### src/hdl/ctrm_pkg.sv
// Shared types and codes for the cell-to-row matcher.
`timescale 1ns / 1ps

package ctrm_pkg;

  // Width of the cell width and height fields; also the remainder pipeline depth.
  localparam int DIM_BITS = 24;
  // Width of the reported row index.
  localparam int INDEX_BITS = 10;

  // Action codes of an input item.
  localparam logic [1:0] ACT_LOAD  = 2'd0;
  localparam logic [1:0] ACT_CLEAR = 2'd1;
  localparam logic [1:0] ACT_QUERY = 2'd2;

  // Result status codes.
  localparam logic [2:0] STAT_MATCH   = 3'd0;
  localparam logic [2:0] STAT_NOMATCH = 3'd1;
  localparam logic [2:0] STAT_LOADED  = 3'd2;
  localparam logic [2:0] STAT_FULL    = 3'd3;
  localparam logic [2:0] STAT_CLEARED = 3'd4;

  // Control state of the matcher.
  typedef enum logic [1:0] {
    S_IDLE,
    S_SCAN,
    S_RESULT
  } ctrm_state_t;

  // Control entering the remainder pipeline.
  typedef struct packed {
    logic valid;
    logic geom_ok;
  } ctrm_pipe_in_t;

  // Status leaving the remainder pipeline.
  typedef struct packed {
    logic hit;
    logic busy;
  } ctrm_pipe_out_t;

endpackage

### src/hdl/ctrm_rem_pipe.sv
// Pipelined restoring remainder of the cell height by a row extent, one bit per stage.
`timescale 1ns / 1ps

module ctrm_rem_pipe #(
  parameter int IDX_BITS = 10,
  parameter int MAG_BITS = 33
) (
  input  logic                          clk,
  input  logic                          rst,
  input  logic                          flush,
  input  logic [ctrm_pkg::DIM_BITS-1:0] dividend,
  input  ctrm_pkg::ctrm_pipe_in_t       in_ctl,
  input  logic [IDX_BITS-1:0]           in_idx,
  input  logic [MAG_BITS-1:0]           in_mag,
  output ctrm_pkg::ctrm_pipe_out_t      out_ctl,
  output logic [IDX_BITS-1:0]           out_idx
);

  localparam int N  = ctrm_pkg::DIM_BITS;
  localparam int TW = ((MAG_BITS > N) ? MAG_BITS : N) + 1;

  logic [N-1:0]        vld;
  logic                ok       [N];
  logic [IDX_BITS-1:0] idx      [N];
  logic [MAG_BITS-1:0] mag      [N];
  logic [N-1:0]        rem      [N];
  logic [N-1:0]        rem_next [N];
  logic [TW-1:0]       trial    [N];
  logic [TW-1:0]       mext     [N];

  // One shift-compare-subtract per stage, each on its own stage register
  always_comb begin
    for (int k = 0; k < N; k++) begin
      if (k == 0) begin
        trial[k] = TW'({{(N){1'b0}}, dividend[N-1]});
        mext[k]  = TW'(in_mag);
      end else begin
        trial[k] = TW'({rem[k-1], dividend[N-1-k]});
        mext[k]  = TW'(mag[k-1]);
      end
      if (trial[k] >= mext[k]) begin
        rem_next[k] = N'(trial[k] - mext[k]);
      end else begin
        rem_next[k] = N'(trial[k]);
      end
    end
  end

  // Stage valid bits; a flush drops everything in flight
  always_ff @(posedge clk) begin
    if (rst || flush) begin
      vld <= '0;
    end else begin
      vld <= {vld[N-2:0], in_ctl.valid};
    end
  end

  // Stage payload
  always_ff @(posedge clk) begin
    for (int k = 0; k < N; k++) begin
      if (k == 0) begin
        ok[k]  <= in_ctl.geom_ok;
        idx[k] <= in_idx;
        mag[k] <= in_mag;
      end else begin
        ok[k]  <= ok[k-1];
        idx[k] <= idx[k-1];
        mag[k] <= mag[k-1];
      end
      rem[k] <= rem_next[k];
    end
  end

  // A hit needs the geometry test passed and a zero remainder
  assign out_ctl.hit  = vld[N-1] && ok[N-1] && (rem[N-1] == '0);
  assign out_ctl.busy = |vld;
  assign out_idx      = idx[N-1];

endmodule

### config.mk
export PLATFORM = sky130hd
export DESIGN_NAME = ctrm_rem_pipe
export DESIGN_NICKNAME = d
export VERILOG_FILES = /design/src/hdl/ctrm_pkg.sv /design/src/hdl/ctrm_rem_pipe.sv
export SDC_FILE = /design/constraint.sdc
export NUM_CORES = 2
export LEC_CHECK = 0
export ABC_CLOCK_PERIOD_IN_PS = 5200
export CAP_MARGIN = 20
export CORE_UTILIZATION = 30
export CTS_BUF_LIST = sky130_fd_sc_hd__clkbuf_16
export CTS_CLUSTER_SIZE = 10
export DETAILED_ROUTE_END_ITERATION = 16
export DONT_BUFFER_PORTS = 1
export PLACE_DENSITY = 0.43
export SYNTH_ARGS = -nofsm -noshare
export SYNTH_HDL_FRONTEND = slang
export SYNTH_SLANG_ARGS = --single-unit
### constraint.sdc
create_clock -name clk -period 5.2 [get_ports clk]
set_clock_uncertainty 0.05 [all_clocks]
set_input_delay 0.26 -clock clk [delete_from_list [all_inputs] [get_ports clk]]
set_output_delay 0.26 -clock clk [all_outputs]
set_load 0.05 [all_outputs]
==> reports/qor.csv <==
metric,value,unit
result of the run,finished with violations,
violations in the final reports,DRC,
number of top-level pins,84,
worst relative slew slack,30.6,%
Detailed Route Iter0 Violations,2414,
critical-path cell list,inv_1 -> ha_1 -> nor2b_1 -> o31ai_1 -> a211oi_1 -> o21ai_0 -> o21ai_1 -> a221oi_1 -> a21oi_1 -> o211a_1 -> mux2_2,
upper clock frequency limit,0.238,GHz
number of maximum-capacitance violations,0,
count of input and output buffers,0,
vias per cell,4.61,
number of buffers on the longest clock path,3,
combinational family with the most area after synthesis,compound AO/OA/AOI/OAI gates,
WL final,157000,µm
kind of end point of the critical path,register,
share of final-layout standard cells stronger than drive strength 1,8.42,%
endpoint of the worst register-to-register path,rem[2][188]$_DFF_P_,
mux share of post-synthesis cell area,5.42,%
global-route wire length before repair,253000,µm
area delta synth->final,15.2,%
Hold WC Path Type,input port to register,
met2 demand-to-capacity share in global routing,23.5,%
met1 routing resource usage after global routing,17.1,%
adder and majority cell fraction of the synthesized area,11.3,%
Filler cells,22797,
total area of multi-input combinational cells,0.0325,mm²
number of enable flip-flop cells after synthesis,0,
final-layout worst hold slack,0.0717,ns
Resized cells post-CTS,0,
number of design rule violations left after detail routing,2,
HPWL reported at the end of detailed placement,122000,µm
minimum period implied by the final worst setup slack,4.20,ns
antenna violations before repair,3,
Worst Path Arrival,4.83,ns
routability congestion estimate from global placement,0.845,
Final Net Count,7710,
pin count of the biggest net entering global routing,49,
post-layout total power,27.9,mW
total power per unit cell area,356,mW/mm²
gr busiest metal,met2,
number of buffers added for setup after CTS,0,
vias in the first global route,47400,
largest driver fanout on the critical path,26,
CTS Root Cell,sky130_fd_sc_hd__clkbuf_16,
final-report setup violation count,0,
sequential fraction of the synthesis area,47.8,%
Compound-Gate Fraction of Synth Area,15.2,%
critical path's top delay family,compound AO/OA/AOI/OAI gates,
Avg Synthesized Cell Area,9.97,µm²
number of buffers added to fix hold violations after cts,114,
Post-Synth Simple-Gate Area,10.1,%
crit path kind,register to register,
maximum level of the CTS H-tree,4,
CP Data Required Time,5.84,ns
WP depth,11,
post-synthesis cell count,6821,
Synth Cell Area,0.0680,mm²
DR pass1 iterations,13,
post-synthesis register bit count,1623,
final clock period utilization by the worst path,80.7,%
number of buffers and inverters on the critical path,1,
FP Rows,174,
Reg2Reg Setup Slack,1.00,ns
launching element of the worst setup path,mag[2][199]$_DFF_P_,
post-detailed-route wirelength per cell,15.6,µm
crit-path max cell delay,0.62,ns
initial core utilization,30.2,%
global routing usage on met3,2.45,%
Sequential cell area,0.0325,mm²
"antenna viol nets, final",0,
maximum VDD drop,0.284,mV
RSZ-0062 raised after global routing,no,
xor/xnor cell area share of the yosys netlist,5.59,%
sum of negative setup slack,0,ns
reported leakage power,36.3,nW
die area,0.229,mm²
critical path's slowest cell,sky130_fd_sc_hd__o211a_1,
"Top FF cell, synth",sky130_fd_sc_hd__dfxtp_1,
clk_lat worst skew,0.83,ns
width of the die,478,µm
logic depth of the worst register-to-register path,11,
endpoint of the worst setup timing path,rem[2][188]$_DFF_P_,
startpoint of the most critical register-to-register path,mag[2][199]$_DFF_P_,
endpoints failing hold,0,
global routing usage summed across all routing layers,13.7,%
post-synthesis cell type count,81,
sort of element at the start of the critical path,register,
clock net sink count,1623,
final number of max-transition violations,0,
Synth async-reset ratio,0,%
post-CTS clock slew at the launch and capture registers of the worst setup and hold paths,0.06,ns
core area,0.225,mm²
Least-Margin Pin Slew,1.04,ns
"count of placed standard cells in the final layout, fillers left out",10120,
Post-Synthesis Net Count,7493,
number of buffers created by CTS,193,
Cells after DPL,9720,
die height,478,µm
via total after detailed routing,46655,
GRT Residual Overflow,0,
TritonCTS clock tree,yes,
count of yosys warnings during synthesis,0,
==> layer usage <==
metal	vias to the layer above	routed length, µm	part of all wire, %
li1	24066	-	-
met1	21552	72000	46
met2	736	74500	47
met3	299	6190	3.9
met4	2	4680	3.0
met5	-	13	0.0083
==> cell usage in the layout, fill, tap and decap left out, types with 26 or more instances in the layout <==
| cell | Yosys | layout |
|---|---|---|
| sky130_fd_sc_hd__and2_1 | 45 | 45 |
| sky130_fd_sc_hd__a21oi_1 | 413 | 412 |
| sky130_fd_sc_hd__xor2_1 | 170 | 170 |
| sky130_fd_sc_hd__o21bai_1 | 44 | 44 |
| sky130_fd_sc_hd__nand2_1 | 446 | 446 |
| sky130_fd_sc_hd__o21ai_0 | 456 | 455 |
| sky130_fd_sc_hd__a21o_1 | 252 | 252 |
| sky130_fd_sc_hd__o31ai_1 | 45 | 43 |
| sky130_fd_sc_hd__dfxtp_1 | 1623 | 1623 |
| sky130_fd_sc_hd__mux2_2 | 294 | 294 |
| sky130_fd_sc_hd__inv_1 | 686 | 722 |
| sky130_fd_sc_hd__nor2_1 | 263 | 263 |
| sky130_fd_sc_hd__nor3_1 | 72 | 70 |
| sky130_fd_sc_hd__nand4_1 | 74 | 74 |
| sky130_fd_sc_hd__ha_1 | 577 | 577 |
| sky130_fd_sc_hd__clkinv_1 | 0 | 26 |
| sky130_fd_sc_hd__and3_1 | 48 | 48 |
| sky130_fd_sc_hd__clkbuf_16 | 0 | 193 |
| sky130_fd_sc_hd__o21a_1 | 100 | 100 |
| sky130_fd_sc_hd__a211oi_1 | 41 | 41 |
| sky130_fd_sc_hd__a21boi_0 | 30 | 30 |
| sky130_fd_sc_hd__nand3_1 | 108 | 108 |
| sky130_fd_sc_hd__mux2i_1 | 36 | 36 |
| sky130_fd_sc_hd__nor2b_1 | 78 | 78 |
| sky130_fd_sc_hd__dlygate4sd3_1 | 0 | 114 |
| sky130_fd_sc_hd__nor4_1 | 73 | 73 |
| sky130_fd_sc_hd__nand2b_1 | 88 | 88 |
| sky130_fd_sc_hd__a31oi_1 | 51 | 51 |
| sky130_fd_sc_hd__xnor2_1 | 264 | 264 |
==> area by class of cell <==
cell class | instances | share of cell area (%)
multi-input cells | 4393 | 41.5
inverters | 686 | 3.29
diodes | 2 | 0.00639
flip-flops and latches | 1623 | 41.5
well taps | 2992 | 4.78
clock buffers | 193 | 6.17
repair buffers | 141 | 1.74
clock inverters | 90 | 1.01
==> sequential cells by signal (all words and copies together) (netlist names) <==
| name | count |
|---|---|
| rem | 576 |
| idx | 240 |
| ok | 24 |
| vld | 24 |
| mag | 759 |
==> stage by stage <==
| step | worst slack, ns | instance area (µm²) | utilization, % |
|---|---|---|---|
| 5_1_grt | 0.636 | 78300 | 34.8 |
| 3_5_place_dp | 0.999 | 71500 | 31.8 |
| 3_3_place_gp | 1.07 | 71500 | 31.8 |
| 6_report | 1.00 | 78300 | 34.8 |
| 2_1_floorplan | 1.69 | 68000 | - |
| 4_1_cts | 0.989 | 78300 | 34.8 |
==> power by group <==
group          switching (mW)  leakage [nW]  internal, mW  total (mW)
Combinational            1.41          19.8          1.15        2.55
Sequential              0.349          13.6          13.0        13.4
Clock                    5.17          2.85          6.82        12.0
Total                    6.93          36.3          21.0        27.9
==> synth_stat cells, types with 45 or more instances <==
| library cell | instances | area [µm²] |
|---|---|---|
| sky130_fd_sc_hd__nand2_1 | 446 | 1670 |
| sky130_fd_sc_hd__o21a_1 | 100 | 751 |
| sky130_fd_sc_hd__nor4_1 | 73 | 457 |
| sky130_fd_sc_hd__o31ai_1 | 45 | 338 |
| sky130_fd_sc_hd__nand2b_1 | 88 | 551 |
| sky130_fd_sc_hd__nor3_1 | 72 | 360 |
| sky130_fd_sc_hd__inv_1 | 686 | 2570 |
| sky130_fd_sc_hd__nor2b_1 | 78 | 488 |
| sky130_fd_sc_hd__xnor2_1 | 264 | 2310 |
| sky130_fd_sc_hd__a21o_1 | 252 | 1890 |
| sky130_fd_sc_hd__ha_1 | 577 | 7220 |
| sky130_fd_sc_hd__and2_1 | 45 | 282 |
| sky130_fd_sc_hd__nand3_1 | 108 | 541 |
| sky130_fd_sc_hd__nor2_1 | 263 | 987 |
| sky130_fd_sc_hd__clkbuf_1 | 83 | 312 |
| sky130_fd_sc_hd__nand4_1 | 74 | 463 |
| sky130_fd_sc_hd__o21ai_0 | 456 | 2280 |
| sky130_fd_sc_hd__dfxtp_1 | 1623 | 32500 |
| sky130_fd_sc_hd__a21oi_1 | 413 | 2070 |
| sky130_fd_sc_hd__mux2_2 | 294 | 3310 |
| sky130_fd_sc_hd__a31oi_1 | 51 | 319 |
| sky130_fd_sc_hd__and3_1 | 48 | 300 |
| sky130_fd_sc_hd__xor2_1 | 170 | 1490 |
==> how the worst min path moves through the flow <==
stage	cells past startpoint	end	from	slack [ns]
CTS	3	rem[2][48]$_DFF_P_	dividend[5]	0.004
finish	3	rem[0][24]$_DFF_P_	dividend[22]	0.07
global route	1	mag[0][7]$_DFF_P_	in_mag[7]	0.01
floorplan	0	idx[0][0]$_DFF_P_	in_idx[0]	0.24
global placement	0	ok[0][0]$_DFF_P_	in_ctl[0]	0.24
detailed placement	0	idx[0][7]$_DFF_P_	in_idx[7]	0.24
==> worst register-to-register path: cells and delay by family, from the launching register on <==
| family | cells | cell delay [ns] |
|---|---|---|
| multiplexers | 1 | 0.46 |
| flip-flops | 1 | 0.36 |
| buffers and inverters | 1 | 0.06 |
| adder cells (fa/ha/maj) | 1 | 0.31 |
| AND/OR/NAND/NOR | 1 | 0.15 |
| AO/OA/AOI/OAI | 7 | 2.67 |
==> cell families after synthesis <==
family | after synthesis
xor+xnor | 434
buf+inv | 805
fa+ha+maj | 600
flops | 1623
compound gates | 1629
mux | 331
simple gates | 1399
No activity file was read; power rests on OpenSTA's default activity.
